**config.mk**
```make
export PLATFORM = sky130hd
export DESIGN_NAME = sliding_mean_adc_to_temperature
export DESIGN_NICKNAME = d
export VERILOG_FILES = /design/src/sv/smat_pkg.sv /design/src/sv/smat_ram.sv /design/src/sv/smat_cdiv.sv /design/src/sv/sliding_mean_adc_to_temperature.sv
export SDC_FILE = /design/constraint.sdc
export NUM_CORES = 1
export LEC_CHECK = 0
export ABC_AREA = 1
export CAP_MARGIN = 10
export CORE_MARGIN = 10
export CORE_UTILIZATION = 35
export CTS_CLUSTER_SIZE = 30
export DETAILED_ROUTE_END_ITERATION = 8
export DONT_BUFFER_PORTS = 1
export PLACE_DENSITY_LB_ADDON = 0.05
export SETUP_SLACK_MARGIN = 0.4
export SLEW_MARGIN = 20
export SYNTH_ARGS = -nofsm -noshare
export SYNTH_HDL_FRONTEND = slang
export SYNTH_SLANG_ARGS = --single-unit
```
**constraint.sdc**
```tcl
create_clock -name i_clk -period 9.5 [get_ports i_clk]
set_input_delay 0.95 -clock i_clk [delete_from_list [all_inputs] [get_ports i_clk]]
set_output_delay 0.95 -clock i_clk [all_outputs]
set_load 0.005 [all_outputs]
```
**src/sv/smat_pkg.sv**
```systemverilog
// Shared constants for the sliding-mean thermocouple temperature block.
package smat_pkg;

    localparam int unsigned SAMPLE_W       = 12;
    localparam int unsigned SAMPLE_MAX     = 4095;
    localparam int unsigned TEMP_W         = 8;
    localparam int unsigned TEMP_OFFSET    = 540;
    localparam int unsigned TEMP_DIVISOR   = 27;
    localparam int unsigned WINDOW_DEFAULT = 8;

    // Width of (sample + offset), the numerator of the raw conversion.
    localparam int unsigned RAW_NUM_W = $clog2(SAMPLE_MAX + TEMP_OFFSET + 1);

endpackage

```
**src/sv/smat_ram.sv**
```systemverilog
// Generic single-port-write, registered-read RAM (read returns the old data on a collision).
module smat_ram #(
    parameter int unsigned WIDTH = smat_pkg::SAMPLE_W,
    parameter int unsigned DEPTH = smat_pkg::WINDOW_DEFAULT,
    localparam int unsigned ADDR_W = (DEPTH > 1) ? $clog2(DEPTH) : 1
) (
    input  logic              i_clk,
    input  logic              i_wr_en,
    input  logic [ADDR_W-1:0] i_wr_addr,
    input  logic [WIDTH-1:0]  i_wr_data,
    input  logic [ADDR_W-1:0] i_rd_addr,
    output logic [WIDTH-1:0]  o_rd_data
);

    logic [WIDTH-1:0] r_mem [DEPTH];
    logic [WIDTH-1:0] r_rd_data;

    always_ff @(posedge i_clk) begin
        if (i_wr_en) begin
            r_mem[i_wr_addr] <= i_wr_data;
        end
        r_rd_data <= r_mem[i_rd_addr];
    end

    assign o_rd_data = r_rd_data;

endmodule

```
**src/sv/smat_cdiv.sv**
```systemverilog
// Division of an unsigned value by a constant through an exact reciprocal multiply.
module smat_cdiv #(
    parameter int unsigned IN_W    = smat_pkg::RAW_NUM_W,
    parameter int unsigned DIVISOR = smat_pkg::TEMP_DIVISOR,
    parameter int unsigned OUT_W   = smat_pkg::TEMP_W
) (
    input  logic [IN_W-1:0]  i_num,
    output logic [OUT_W-1:0] o_quot
);

    // With 2**SHIFT >= 2**IN_W * DIVISOR the rounded-up reciprocal gives the exact
    // floor for every numerator that fits in IN_W bits.
    localparam int unsigned SHIFT = IN_W + $clog2(DIVISOR);
    localparam longint unsigned RECIP = ((64'd1 << SHIFT) + DIVISOR - 1) / DIVISOR;
    localparam int unsigned RECIP_W = $clog2(RECIP + 1);
    localparam int unsigned PROD_W = (IN_W + RECIP_W > SHIFT + OUT_W) ?
                                     (IN_W + RECIP_W) : (SHIFT + OUT_W);

    logic [PROD_W-1:0] prod;

    assign prod   = PROD_W'(i_num) * PROD_W'(RECIP);
    assign o_quot = prod[SHIFT +: OUT_W];

endmodule

```
**src/sv/sliding_mean_adc_to_temperature.sv**
```systemverilog
// Top level: sliding-window mean of ADC samples converted to degrees.
//
//  beat     | valid    | stall    | payload
//  ---------+----------+----------+------------------------------------------
//  sample   | i_valid  | o_stall  | i_adc_sample
//  result   | o_valid  | i_stall  | o_filtered_temp_c, o_raw_temp_c
//
// One sample per cycle while o_stall is low; the result passes r_s1_* then r_out_*.
// The ring update and running sum close in the accept cycle, the two constant
// divisions (reciprocal multiplies) sit between the stage register and the output.
// Reset is synchronous; the ring reads as zero through per-entry valid bits, so no
// clearing pass is needed and samples are accepted right after reset.
// A stalled result holds, and the pipeline keeps taking samples until both stages fill.
module sliding_mean_adc_to_temperature #(
    parameter int unsigned WINDOW = smat_pkg::WINDOW_DEFAULT
) (
    input  logic                          i_clk,
    input  logic                          i_rst_n,
    input  logic                          i_valid,
    input  logic [smat_pkg::SAMPLE_W-1:0] i_adc_sample,
    output logic                          o_stall,
    output logic                          o_valid,
    input  logic                          i_stall,
    output logic [smat_pkg::TEMP_W-1:0]   o_filtered_temp_c,
    output logic [smat_pkg::TEMP_W-1:0]   o_raw_temp_c
);

    localparam int unsigned SLOT_W = (WINDOW > 1) ? $clog2(WINDOW) : 1;
    localparam int unsigned SUM_W  = $clog2(WINDOW * smat_pkg::SAMPLE_MAX + 1);
    localparam int unsigned X_W    =
        $clog2(WINDOW * (smat_pkg::SAMPLE_MAX + smat_pkg::TEMP_OFFSET) + 1);
    localparam int unsigned RAW_W  = smat_pkg::RAW_NUM_W;
    localparam logic [SLOT_W-1:0] LAST_SLOT = SLOT_W'(WINDOW - 1);

    // Ring and running-sum state.
    logic [SLOT_W-1:0]             r_slot;
    logic [SLOT_W-1:0]             n_slot;
    logic [SUM_W-1:0]              r_sum;
    logic [SUM_W-1:0]              n_sum;
    logic [WINDOW-1:0]             r_filled;
    logic                          r_rd_valid;
    logic                          r_byp;
    logic [smat_pkg::SAMPLE_W-1:0] r_byp_data;
    logic [smat_pkg::SAMPLE_W-1:0] rd_data;
    logic [smat_pkg::SAMPLE_W-1:0] oldest;

    // Pipeline stages.
    logic                          r_s1_valid;
    logic [SUM_W-1:0]              r_s1_sum;
    logic [smat_pkg::SAMPLE_W-1:0] r_s1_sample;
    logic                          r_out_valid;
    logic [smat_pkg::TEMP_W-1:0]   r_out_filt;
    logic [smat_pkg::TEMP_W-1:0]   r_out_raw;

    logic                          out_ready;
    logic                          s1_ready;
    logic                          accept;
    logic [X_W-1:0]                filt_num;
    logic [RAW_W-1:0]              raw_num;
    logic [smat_pkg::TEMP_W-1:0]   filt_q;
    logic [smat_pkg::TEMP_W-1:0]   raw_q;

    assign out_ready = !r_out_valid || !i_stall;
    assign s1_ready  = !r_s1_valid || out_ready;
    assign accept    = i_valid && s1_ready;
    assign o_stall   = !s1_ready;

    always_comb begin
        n_slot = r_slot;
        if (accept) begin
            n_slot = (r_slot == LAST_SLOT) ? '0 : r_slot + 1'b1;
        end
    end

    // The RAM always prefetches the entry for the next write slot. With a window of
    // one the slot never moves, so the sample just written is forwarded instead.
    assign oldest = r_byp ? r_byp_data : (r_rd_valid ? rd_data : '0);
    assign n_sum  = r_sum - SUM_W'(oldest) + SUM_W'(i_adc_sample);

    smat_ram #(
        .WIDTH (smat_pkg::SAMPLE_W),
        .DEPTH (WINDOW)
    ) u_ring (
        .i_clk     (i_clk),
        .i_wr_en   (accept),
        .i_wr_addr (r_slot),
        .i_wr_data (i_adc_sample),
        .i_rd_addr (n_slot),
        .o_rd_data (rd_data)
    );

    always_ff @(posedge i_clk) begin
        if (!i_rst_n) begin
            r_slot      <= '0;
            r_sum       <= '0;
            r_filled    <= '0;
            r_rd_valid  <= 1'b0;
            r_byp       <= 1'b0;
            r_s1_valid  <= 1'b0;
            r_out_valid <= 1'b0;
        end else begin
            r_rd_valid <= r_filled[n_slot];
            r_byp      <= accept && (n_slot == r_slot);
            r_slot     <= n_slot;
            if (accept) begin
                r_sum            <= n_sum;
                r_filled[r_slot] <= 1'b1;
            end
            if (s1_ready) begin
                r_s1_valid <= i_valid;
            end
            if (out_ready) begin
                r_out_valid <= r_s1_valid;
            end
        end
    end

    // The mean and the offset fold into one division:
    // floor((floor(sum / W) + 540) / 27) == floor((sum + 540 * W) / (27 * W)).
    assign filt_num = X_W'(r_s1_sum) + X_W'(smat_pkg::TEMP_OFFSET * WINDOW);
    assign raw_num  = RAW_W'(r_s1_sample) + RAW_W'(smat_pkg::TEMP_OFFSET);

    smat_cdiv #(
        .IN_W    (X_W),
        .DIVISOR (smat_pkg::TEMP_DIVISOR * WINDOW),
        .OUT_W   (smat_pkg::TEMP_W)
    ) u_filt_div (
        .i_num  (filt_num),
        .o_quot (filt_q)
    );

    smat_cdiv #(
        .IN_W    (RAW_W),
        .DIVISOR (smat_pkg::TEMP_DIVISOR),
        .OUT_W   (smat_pkg::TEMP_W)
    ) u_raw_div (
        .i_num  (raw_num),
        .o_quot (raw_q)
    );

    always_ff @(posedge i_clk) begin
        if (accept) begin
            r_byp_data  <= i_adc_sample;
            r_s1_sum    <= n_sum;
            r_s1_sample <= i_adc_sample;
        end
        if (out_ready && r_s1_valid) begin
            r_out_filt <= filt_q;
            r_out_raw  <= raw_q;
        end
    end

    assign o_valid           = r_out_valid;
    assign o_filtered_temp_c = r_out_filt;
    assign o_raw_temp_c      = r_out_raw;

    a_slot_range: assert property (@(posedge i_clk) disable iff (!i_rst_n)
        r_slot <= LAST_SLOT)
        else $error("write slot out of window range");

    a_s1_hold: assert property (@(posedge i_clk) disable iff (!i_rst_n)
        r_s1_valid && !out_ready |=> r_s1_valid && $stable(r_s1_sum) && $stable(r_s1_sample))
        else $error("stage one lost or changed a waiting beat");

    a_bypass_single: assert property (@(posedge i_clk) disable iff (!i_rst_n)
        r_byp |-> (WINDOW == 1))
        else $error("forwarding used with a window wider than one");

endmodule
```
======== After elaboration in Yosys (flattened, before gate mapping) ========
Memories as Yosys holds them, arrays and structs flattened. A register that Yosys moved wholly into a read port is not among the register bits.
Index checks and enable logic that the tools add are counted.
word-level totals
  flip-flop bits (word level) ............. 73
  bits in writable memories ............... 96
  input bits .............................. 16
  output and inout port bits .............. 18
  word-level logic and storage cells ...... 45
  memories kept ........................... 1
cells by class
  add/subtract/negate cells ............... 5
  $mul .................................... 2
  order comparisons ....................... 3
  equal/unequal tests ..................... 2
  muxes and demuxes ....................... 10
  bitwise operators ....................... 1
  reductions and logical operators ........ 10
memory list
  name          depth  width  read ports  clocked after Yosys merged registers in  wr ports  RTL line        text
  u_ring.r_mem  8      12     1           1                                        1         smat_ram.sv:15  logic [WIDTH-1:0] r_mem [DEPTH];
operators by type and width
  operator                                                                       number
  16-bit by 17-bit multiplier with 32-bit output (second input constant)         1
  13-bit by 13-bit multiplier with 25-bit output (second input constant)         1
  12-bit 2-to-1 mux                                                              2
  15-bit by 13-bit adder with 16-bit output (second input constant)              1
  15-bit by 12-bit adder with 15-bit output                                      1
  15-bit by 12-bit subtractor with 15-bit output                                 1
  12-bit by 10-bit adder with 13-bit output (second input constant)              1
  3-bit by 4-bit less-than comparator with 1-bit output (second input constant)  2
  8-bit OR                                                                       1
  3-bit 2-to-1 mux                                                               2
  1-bit logical AND                                                              4
  1-bit zero test                                                                4
  1-bit 2-to-1 mux                                                               4
  3-bit by 1-bit adder with 3-bit output (second input constant)                 1
  1-bit binary-select mux with 3-bit select                                      1
  1-bit demux with 3-bit select                                                  1
  3-bit equality test                                                            1
  3-bit equality test (second input constant)                                    1
  3-bit by 1-bit >= comparator with 1-bit output (second input constant)         1
  1-bit logical OR                                                               2

======== Logic depth before layout (Yosys ltp) ========
Gate-level depths: netlist of the first run.
  depth after elaboration ................. 7
  gate-level depth with buffers ........... 32
  depth with buffers taken out ............ 32

======== By module ========
Synthesis of the first run repeated with hierarchy kept, for this count alone.
second synthesis, totals
  cell total of the unflattened synthesis .. 2,071
  area total of the unflattened synthesis .. 17,739.5 µm²
by module, submodules not included
  module                           times used  cells each  area an instance (µm²)  sequential area each (µm²)
  smat_cdiv (u_filt_div)           1           674         5,240.0                 0.0
  smat_ram                         1           445         4,479.3                 3,123.0
  sliding_mean_adc_to_temperature  1           485         4,201.5                 1,891.8
  smat_cdiv (u_raw_div)            1           467         3,818.7                 0.0

======== Worst setup path before layout of the first run ========
No wires, ideal clock.
  path kind ............................... reg2reg
  start ................................... register r_s1_sample[2] (netlist bit)
  end ..................................... register r_out_raw (netlist bit o_raw_temp_c[6]) (data pin)
  library setup time ...................... 253 ps
  data arrival time ....................... 5,580 ps
  required time ........................... 9,247 ps
  setup slack ............................. 3,667 ps
  stages on the path, launching flop included .. 25
  buffers on the path ..................... 0
  period minus slack after synthesis ...... 5,833 ps
  path through ............................ edfxtp_1 -> inv_1 -> ha_1 -> a21oi_1 -> nand2_1 -> nand2_1 -> xor2_1 -> fa_1 -> inv_1 -> fa_1 -> fa_1 -> inv_1 -> fa_1 -> inv_1 -> fa_1 -> inv_1 -> ha_1 -> nand2_1 -> nor2_1 -> nand2_1 -> nor2_1 -> nand2_1 -> and2_1 -> nand4_1 -> nand2_1
between the ends
  word-level cells in the longest chain between the ends .. 2
RTL lines
  what                                            RTL line                                text
  from (decl)                                     sliding_mean_adc_to_temperature.sv:50   logic [smat_pkg::SAMPLE_W-1:0] r_s1_sample;
  from (signal assigned)                          sliding_mean_adc_to_temperature.sv:145  r_s1_sample <= i_adc_sample;
  12-bit by 10-bit adder with 13-bit output       sliding_mean_adc_to_temperature.sv:121  assign raw_num = RAW_W'(r_s1_sample) + RAW_W'(smat_pkg::TEMP_OFFSET);
  13-bit by 13-bit multiplier with 25-bit output  smat_cdiv.sv:21                         assign prod = PROD_W'(i_num) * PROD_W'(RECIP);
  named net raw_q (one bit)                       sliding_mean_adc_to_temperature.sv:61   logic [smat_pkg::TEMP_W-1:0] raw_q;
  to (signal assigned)                            sliding_mean_adc_to_temperature.sv:149  r_out_raw <= raw_q;
  to (decl)                                       sliding_mean_adc_to_temperature.sv:53   logic [smat_pkg::TEMP_W-1:0] r_out_raw;
The timed path passes the listed nets, and every way through them passes these cells.
A chain may end at the register's enable or synchronous reset.

======== Worst setup path in the final report of the first run ========
  start ................................... register r_s1_sum[5]
  end ..................................... register r_out_filt (netlist bit o_filtered_temp_c[1]) (data pin)
between the ends
  word-level cells in the longest chain between the ends .. 2
RTL lines
  what                                            RTL line                                text
  from (decl)                                     sliding_mean_adc_to_temperature.sv:49   logic [SUM_W-1:0] r_s1_sum;
  from (signal assigned)                          sliding_mean_adc_to_temperature.sv:144  r_s1_sum <= n_sum;
  15-bit by 13-bit adder with 16-bit output       sliding_mean_adc_to_temperature.sv:120  assign filt_num = X_W'(r_s1_sum) + X_W'(smat_pkg::TEMP_OFFSET * WINDOW);
  16-bit by 17-bit multiplier with 32-bit output  smat_cdiv.sv:21
  named net filt_q (one bit)                      sliding_mean_adc_to_temperature.sv:60   logic [smat_pkg::TEMP_W-1:0] filt_q;
  to (signal assigned)                            sliding_mean_adc_to_temperature.sv:148  r_out_filt <= filt_q;
  to (decl)                                       sliding_mean_adc_to_temperature.sv:52   logic [smat_pkg::TEMP_W-1:0] r_out_filt;
The timed path passes the listed nets, and every way through them passes these cells.

==> results.sh, run 1 <==
export IMPL_status="finished, final reports clean"
export IMPL_wl_per_cell_um=16.5
export IMPL_start_util_pct=35.3
export IMPL_synth_edf_count=139
export IMPL_hpwlAfterDp_mm=37.6
export IMPL_instances_no_fill=2855
export IMPL_io_buffers=0
export IMPL_hp_class="flip-flop to flip-flop"
export IMPL_fin_crit_ps=6400
export IMPL_cp_startpoint="r_s1_sum[5]$_DFFE_PP_"
export IMPL_dieArea_um2=61300
export IMPL_rsz0062_at_grt="false"
export IMPL_grt_pass1_vias=13600
export IMPL_setup_viol=0
export IMPL_htree_levels=4
export IMPL_drive_gt1_share_pct=3.72
export IMPL_ys_top_cells_by_count="inv_1 (588), nand2_1 (477), ha_1 (228)"
export IMPL_num_vias=12900
export IMPL_die_h_um=248
export IMPL_n_fill_cell=5388
export IMPL_synthTopCellsByArea="edfxtp_1 (23%), fa_1 (19%), ha_1 (16%)"
export IMPL_min_path_cells=2
export IMPL_antenna_found_initial=0
export IMPL_syn_inst=2159
export IMPL_grt_usage_pct=16.1
export IMPL_placed_cells=2823
export IMPL_regArea_um2=5010
export IMPL_finClkSkew_ps=22.7
export IMPL_post_route_period_util_pct=67.4
export IMPL_clock_latency_ps=500
export IMPL_crit_path_start_kind="flip-flop"
export IMPL_hp_start="r_sum[0]$_SDFFE_PN0P_"
export IMPL_syn_area_um2=18100
export IMPL_cts_clk_slew_worst_paths_ps=80
export IMPL_syn2layout_area_growth_pct=7.67
export IMPL_num_io_pins=34
export IMPL_final_hold_viol_count=0
export IMPL_drc=0
export IMPL_diodes=0
export IMPL_yosysTopAreaCell="edfxtp_1"
export IMPL_ys_seq_area_share_pct=27.7
export IMPL_crit_path_end_kind="flip-flop"
export IMPL_firstDrtPassIters=5
export IMPL_multi_input_area_um2=10700
export IMPL_synth_most_common_cell="inv_1"
export IMPL_crit_arrival_ps=6660
export IMPL_cts_buffers=17
export IMPL_via_per_inst=4.51
export IMPL_synth_net_count=2571
export IMPL_grt_pass1_wl_mm=75.6
export IMPL_max_freq_mhz=156
export IMPL_dr_wl_met2_mm=22.6
export IMPL_async_reset_ff_share_pct=0
export IMPL_ys_types=39
export IMPL_rr_startpoint="r_s1_sum[5]$_DFFE_PP_"
export IMPL_cts_num_sinks=181
export IMPL_grt_overflow_total=0
export IMPL_drv_cap=0
export IMPL_reg2regPathDepth=21
export IMPL_die_w_um=248
export IMPL_synth_top_cell_area_share_pct=23.0
export IMPL_wl_mm=47.0
export IMPL_yosys_warnings=0
export IMPL_worst_slew_pin_slew_ps=1060
export IMPL_cts_hold_buffers=0
export IMPL_place_congestion=0.838
export IMPL_maxSlewViolCount=0
export IMPL_ctsResizeCount=0
export IMPL_grt_max_degree=54
export IMPL_route_met3_wl_mm=1.16
export IMPL_avgSynthCellArea_um2=8.40
export IMPL_cts_root_buffer="clkbuf_16"
export IMPL_detail_route_antenna_nets=0
export IMPL_cts_buffer_depth=2
export IMPL_drt_iter0_markers=612
export IMPL_reg2reg_slack_ps=3100
export IMPL_cp_required_ps=9760
export IMPL_final_nets=2574
export IMPL_ys_flop_type="edfxtp_1"
export IMPL_highest_layer="met4"
export IMPL_crit_fanout=8
export IMPL_wl_met1_mm=22.7
export IMPL_setup_tns_ps=0
export IMPL_tritoncts="yes"
export IMPL_ys_ff_latch=181
export IMPL_coreArea_um2=51300
export IMPL_max_slew_margin_rel_pct=28.9
export IMPL_crit_type="flip-flop to flip-flop"
export IMPL_postCtsSetupBuffers=0
export IMPL_row_count=83
[final cells by class]
cell class	instances	area share, %
clock inverter	14	0.898
sequential	181	25.7
clock buffer	18	2.25
timing repair buffer	13	0.500
multi-input combinational	1356	54.8
inverter	593	11.5
tap	680	4.36
[worst max-delay path, stage by stage (launching register included)]
cell,delay [ps]
edfxtp_1,460
inv_1,310
ha_1,290
nand2_1,100
nand2_1,110
xor2_1,590
fa_1,590
fa_1,540
fa_1,440
fa_1,520
fa_1,550
inv_1,50
fa_1,520
inv_1,40
ha_1,300
nand2_1,80
inv_1,70
nand3_1,140
nor3_1,220
nand2_1,100
nand3_1,90
nand2_1,60
[routing by layer]
metal | GRT usage, % | vias up
li1 | - | 6618
met1 | 21.1 | 6096
met3 | 2.40 | 27
met2 | 27.6 | 136
met5 | 0 | -
met4 | 3.75 | 0
[metrics by stage]
stage | instance area [µm²] | setup slack, ps | hold WS, ps | util, %
6_report | 19500 | 3100 | 463 | 38.0
5_1_grt | 19500 | 2630 | 496 | 38.0
4_1_cts | 19500 | 3100 | 465 | 38.0
3_5_place_dp | 18900 | 3110 | 451 | 36.8
3_3_place_gp | 18900 | 3210 | 445 | 36.8
2_1_floorplan | 18100 | 3670 | 431 | -
[cell families (layout without fill, tap and decap cells)]
| logic type | after synthesis | after routing | share of synthesized area (%) |
|---|---|---|---|
| simple gates | 817 | 817 | 20.0 |
| compound gates | 118 | 118 | 3.48 |
| fa+ha+maj | 396 | 396 | 34.3 |
| xor+xnor | 25 | 25 | 1.21 |
| flops | 181 | 181 | 27.7 |
| buf+inv | 622 | 638 | 13.3 |
[final timing paths]
kind	to
worst max-delay path	o_filtered_temp_c[1]$_DFFE_PP_
worst min-delay path	r_sum[0]$_SDFFE_PN0P_
worst min register to register	r_sum[0]$_SDFFE_PN0P_
worst max register to register	o_filtered_temp_c[1]$_DFFE_PP_
[registers in the layout, summed over array words and instances (netlist names)]
name and flops:
u_ring.r_mem 96, r_s1_sum 15, r_sum 15, r_s1_sample 12, u_ring.o_rd_data 12, o_filtered_temp_c 8
o_raw_temp_c 8, r_filled 8, r_slot 3, o_valid 1, r_byp 1, r_rd_valid 1
r_s1_valid 1
[cell usage in the layout, fill, tap and decap left out, drive strengths merged, types with 7 or more instances in the layout]
cell type  count
a21oi         73
o21bai        10
edfxtp       139
ha           228
nand2        484
nor3          15
inv          599
xnor2          9
xor2          16
nand3        151
buf           13
dfxtp         42
o21ai         30
clkbuf        18
nor2         108
nand4          7
nand3b        45
fa           168
Power of run 1 is not shown: default switching activity piles up to over one toggle a cycle in this logic, so the estimate is an artifact.
==> run 2: changes to the inputs <==
Clock period 9.5 ns to 6.45 ns, I/O delays scaled along.
==> run 2 against run 1 <==
Compared with the run above: design area increased by 0.51%; sequential cell count unchanged; utilization increased by 0.19 points; die area unchanged; routed wire length decreased by 1.9%; non-clock buffer count increased by 11; register-to-register slack got worse by 2400 ps.
==> results.sh, run 2 (same netlist as run 1, synthesis figures left out) <==
export IMPL_crit_path_end_kind="flip-flop"
export IMPL_slowest_stage="fa_1"
export IMPL_setup_slack_ps=717
export IMPL_io_buffers=0
export IMPL_cp_required_ps=6690
export IMPL_crit_path_start_kind="flip-flop"
export IMPL_drive_gt1_share_pct=4.94
export IMPL_maxSlewViolCount=0
export IMPL_final_hold_viol_count=0
export IMPL_crit_arrival_ps=5970
export IMPL_final_common_cell="inv_1"
export IMPL_placed_cells=2831
export IMPL_cts_clk_slew_worst_paths_ps=90
export IMPL_detail_route_antenna_nets=0
export IMPL_post_route_period_util_pct=88.9
export IMPL_die_h_um=248
export IMPL_row_count=83
export IMPL_setup_viol=0
export IMPL_instances_no_fill=2866
export IMPL_grt_overflow_total=0
export IMPL_setup_tns_ps=0
export IMPL_drc=0
export IMPL_dpl_worst_slack_ps=541
export IMPL_crit_fanout=6
export IMPL_regMostFlops="u_ring.r_mem"
export IMPL_cts_buffers=17
export IMPL_rsz0062_at_grt="true"
export IMPL_finClkSkew_ps=18.1
export IMPL_final_nets=2585
export IMPL_tritoncts="yes"
export IMPL_cts_buffer_depth=2
export IMPL_grt_pass1_vias=13500
export IMPL_clock_latency_ps=490
export IMPL_syn2layout_area_growth_pct=8.21
export IMPL_worst_slew_pin_slew_ps=896
export IMPL_drv_cap=0
export IMPL_dieArea_um2=61300
export IMPL_cts_num_sinks=181
export IMPL_via_per_inst=4.51
export IMPL_firstDrtPassIters=5
export IMPL_coreArea_um2=51300
export IMPL_num_io_pins=34
export IMPL_diodes=0
export IMPL_place_congestion=0.854
export IMPL_wl_per_cell_um=16.1
export IMPL_cpMostUsedCell="fa_1"
export IMPL_hpwlAfterDp_mm=37.1
export IMPL_num_vias=12900
export IMPL_htree_levels=4
export IMPL_hp_class="input pin to flip-flop"
export IMPL_largest_register_ffs=96
export IMPL_max_slew_margin_rel_pct=40.3
export IMPL_wl_mm=46.1
export IMPL_grt_max_degree=55
export IMPL_max_stage_delay_ps=540
export IMPL_drt_iter0_markers=582
export IMPL_status="finished, final reports clean"
export IMPL_n_fill_cell=5337
export IMPL_die_w_um=248
export IMPL_final_cell_mix="inv_1 (583), nand2_1 (472), ha_1 (223), fa_1 (168), edfxtp_1 (139)"
export IMPL_reg_largest_list="u_ring.r_mem x96, r_s1_sum x15, r_sum x15"
export IMPL_start_util_pct=35.3
export IMPL_grt_usage_pct=15.9
export IMPL_antenna_found_initial=1
export IMPL_crit_type="flip-flop to flip-flop"
export IMPL_cts_root_buffer="clkbuf_16"
export IMPL_grt_pass1_wl_mm=75.0
export IMPL_path_cells="inv_2 -> nand3_1 -> or2_2 -> nand2_1 -> inv_2 -> fa_1 -> fa_1 -> fa_1 -> fa_1 -> fa_1 -> inv_1 -> fa_1 -> inv_1 -> ha_1 -> nand2_1 -> nor2_1 -> inv_1 -> nor3_1 -> nand2_1 -> nand4_1 -> nand2_1"
export IMPL_max_freq_mhz=174
export IMPL_fin_crit_ps=5730
==> run 2: cell count changes in the layout (fill, tap and decap cells not counted), moves of 2 or more <==
cell / change
ha_1: -5
nand2_2: +5
clkbuf_1: +2
clkinv_2: +2
ha_4: +3
inv_2: +5
inv_1: -5
ha_2: +2
nor2_1: -2
clkinv_8: -4
inv_6: +2
nand2_1: -5
buf_4: +11
nor2_2: +2
==> run 2: worst paths after layout <==
kind | from | endpoint | slack (ps) | depth (start not counted)
worst max-delay path | r_s1_sum[5]$_DFFE_PP_ | o_filtered_temp_c[6]$_DFFE_PP_ | 720 | 21
worst min-delay path | i_adc_sample[4] | r_s1_sample[4]$_DFFE_PP_ | 250 | 0
worst min register to register | r_filled[4]$_SDFFE_PN0P_ | r_filled[4]$_SDFFE_PN0P_ | 460 | 2
worst max register to register | r_s1_sum[5]$_DFFE_PP_ | o_filtered_temp_c[6]$_DFFE_PP_ | 720 | 21
==> run 2: cell type report <==
class	count	area [µm²]	area share, %
Inverter	593	2240	11.4
Clock inverter	13	115	0.587
Clock buffer	19	433	2.21
Multi-Input combinational cell	1356	10800	55.0
Sequential cell	181	5010	25.6
Tap cell	680	851	4.34
Timing Repair Buffer	24	180	0.919
==> run 2: timing repair <==
action                     4_1_cts  5_1_grt
hold buffers                     0        0
setup endpoints to repair        0       16
gates resized for setup          0       22
hold endpoints to repair         0        0
setup buffers                    0        3
==> run 2: through the flow <==
| step | area (µm²) | util [%] | hold slack, ps |
|---|---|---|---|
| final | 19600 | 38.2 | 253 |
| after global routing | 19600 | 38.2 | 216 |
| after CTS | 19500 | 38.0 | 204 |
| after detailed placement | 19000 | 37.0 | 449 |
| after global placement | 19000 | 37.0 | 444 |
| after floorplan | 18100 | - | 431 |
==> run 2: worst max-delay path, delay by kind of cell (launching register included) <==
family                     cells  cell delay, ps
adders and majority gates      7            3370
buffers and inverters          5             400
DFF                            1             440
and+or+nand+nor                9            1280
==> run 2: per-layer routing <==
| metal | wire [µm] | global-route usage, % |
|---|---|---|
| met1 | 22700 | 21.3 |
| met5 | 0 | 0 |
| met3 | 1270 | 2.87 |
| met4 | 640 | 3.84 |
| met2 | 21500 | 26.0 |
Power of run 2 is left out for the same reason.
==> run 3: changes to the inputs <==
Settings changed: CORE_MARGIN 10 to 2, PLACE_DENSITY from default to 0.53, PLACE_DENSITY_LB_ADDON 0.05 to default.
==> run 3 against run 2 <==
Compared with the run above: register-to-register slack better by 70 ps; clock-buffer cell count shrank 2; cell count increased by 0.17%; first-iteration DRC count is 20% higher; critical path depth up 3; non-clock buffer count grew 5; routed wire length down 9.4%; largest cell class unchanged.
==> results.sh, run 3 (same netlist as run 1, synthesis figures left out) <==
export IMPL_die_h_um=232
export IMPL_final_cell_mix="inv_1 (583), nand2_1 (474), ha_1 (225), fa_1 (168), edfxtp_1 (139)"
export IMPL_htree_levels=4
export IMPL_detail_route_antenna_nets=0
export IMPL_max_freq_mhz=176
export IMPL_syn2layout_area_growth_pct=8.64
export IMPL_rsz0062_at_grt="false"
export IMPL_antenna_found_initial=0
export IMPL_place_congestion=0.877
export IMPL_reg_largest_list="u_ring.r_mem x96, r_s1_sum x15, r_sum x15"
export IMPL_max_stage_delay_ps=550
export IMPL_firstDrtPassIters=5
export IMPL_final_common_cell="inv_1"
export IMPL_row_count=83
export IMPL_cts_buffers=17
export IMPL_grt_pass1_vias=13500
export IMPL_setup_tns_ps=0
export IMPL_maxSlewViolCount=0
export IMPL_cts_hold_buffers=0
export IMPL_die_w_um=232
export IMPL_path_cells="inv_2 -> nand3_2 -> or2_2 -> nand2_1 -> inv_2 -> fa_1 -> fa_1 -> fa_1 -> fa_1 -> fa_1 -> inv_1 -> fa_1 -> inv_1 -> ha_1 -> nand2_1 -> inv_1 -> nand2_1 -> nand2_1 -> nand2_1 -> nand2_1 -> a21oi_2 -> nand2_1 -> nand2_1 -> nand2_1"
export IMPL_final_hold_viol_count=0
export IMPL_dpl_cell_area_um2=18900
export IMPL_largest_register_ffs=96
export IMPL_wl_per_cell_um=14.5
export IMPL_hpwlAfterDp_mm=33.8
export IMPL_num_io_pins=34
export IMPL_io_buffers=0
export IMPL_coreArea_um2=51300
export IMPL_cts_num_sinks=181
export IMPL_reg2reg_slack_ps=780
export IMPL_finClkSkew_ps=9.01
export IMPL_fin_util_pct=38.4
export IMPL_drv_cap=0
export IMPL_wl_mm=41.7
export IMPL_via_per_inst=4.55
export IMPL_grt_overflow_total=0
export IMPL_crit_path_start_kind="flip-flop"
export IMPL_crit_fanout=6
export IMPL_num_vias=13100
export IMPL_cpMostUsedCell="nand2_1"
export IMPL_worst_slew_pin_slew_ps=986
export IMPL_slowest_stage="fa_1"
export IMPL_cp_required_ps=6670
export IMPL_crit_path_end_kind="flip-flop"
export IMPL_whs_ps=275
export IMPL_fin_crit_ps=5670
export IMPL_critPathBufInv=5
export IMPL_tritoncts="yes"
export IMPL_drt_iter0_markers=699
export IMPL_grt_pass1_wl_mm=69.1
export IMPL_clock_latency_ps=460
export IMPL_dieArea_um2=53600
export IMPL_setup_viol=0
export IMPL_grt_usage_pct=16.4
export IMPL_crit_family="adder cells"
export IMPL_start_util_pct=35.3
export IMPL_drc=0
export IMPL_drive_gt1_share_pct=5.07
export IMPL_cts_buffer_depth=2
export IMPL_status="finished, final reports clean"
export IMPL_n_fill_cell=5253
export IMPL_regMostFlops="u_ring.r_mem"
export IMPL_hp_class="input pin to flip-flop"
export IMPL_cts_clk_slew_worst_paths_ps=80
export IMPL_final_cell_area_um2=19700
export IMPL_max_slew_margin_rel_pct=33.9
export IMPL_diodes=0
export IMPL_grt_max_degree=54
export IMPL_cts_root_buffer="clkbuf_16"
export IMPL_final_nets=2590
export IMPL_crit_type="flip-flop to flip-flop"
export IMPL_post_route_period_util_pct=87.8
export IMPL_crit_arrival_ps=5890
-- run 3: changes by cell type in the layout (fill, tap and decap cells not counted), sizes merged --
cell / previous run / this run
clkinvlp: 1 / 2
buf: 24 / 29
clkbuf: 19 / 17
clkinv: 6 / 8
inv: 599 / 598
-- run 3: layout make-up --
class | count | area [µm²] | share of cell area [%]
clock inverter | 15 | 165 | 0.839
inverter | 593 | 2240 | 11.4
multi-input combinational | 1356 | 10800 | 54.7
timing repair buffer | 29 | 218 | 1.11
sequential | 181 | 5010 | 25.5
tap | 680 | 851 | 4.32
clock buffer | 17 | 425 | 2.16
-- run 3: stage by stage --
stage / instances / setup WS (ps)
4_1_cts: 2861 / 475
6_report: 2871 / 784
3_3_place_gp: 2829 / 634
5_1_grt: 2871 / 416
2_1_floorplan: 2159 / 617
3_5_place_dp: 2829 / 534
-- run 3: worst paths after layout --
| kind | from | cells after the start | endpoint |
|---|---|---|---|
| worst max-delay path | r_s1_sum[5]$_DFFE_PP_ | 24 | o_filtered_temp_c[3]$_DFFE_PP_ |
| worst min-delay path | i_adc_sample[2] | 0 | u_ring.r_mem[4][2]$_DFFE_PP_ |
| worst max register to register | r_s1_sum[5]$_DFFE_PP_ | 24 | o_filtered_temp_c[3]$_DFFE_PP_ |
| worst min register to register | r_filled[6]$_SDFFE_PN0P_ | 2 | r_filled[6]$_SDFFE_PN0P_ |
-- run 3: timing repair --
item                       in CTS  in global routing
hold endpoints to repair        0                  0
resized for setup               0                 19
setup endpoints to repair       0                 12
buffers inserted                0                 10
-- run 3: routing by layer --
metal	wire length [µm]	vias to the layer above	track usage, %	part of all wire [%]
met1	19800	6159	21.9	47
li1	-	6662	-	-
met5	0	-	0	0
met2	19700	188	27.8	47
met4	800	0	4.69	1.9
met3	1400	42	2.18	3.3
Power of run 3 is left out for the same reason.
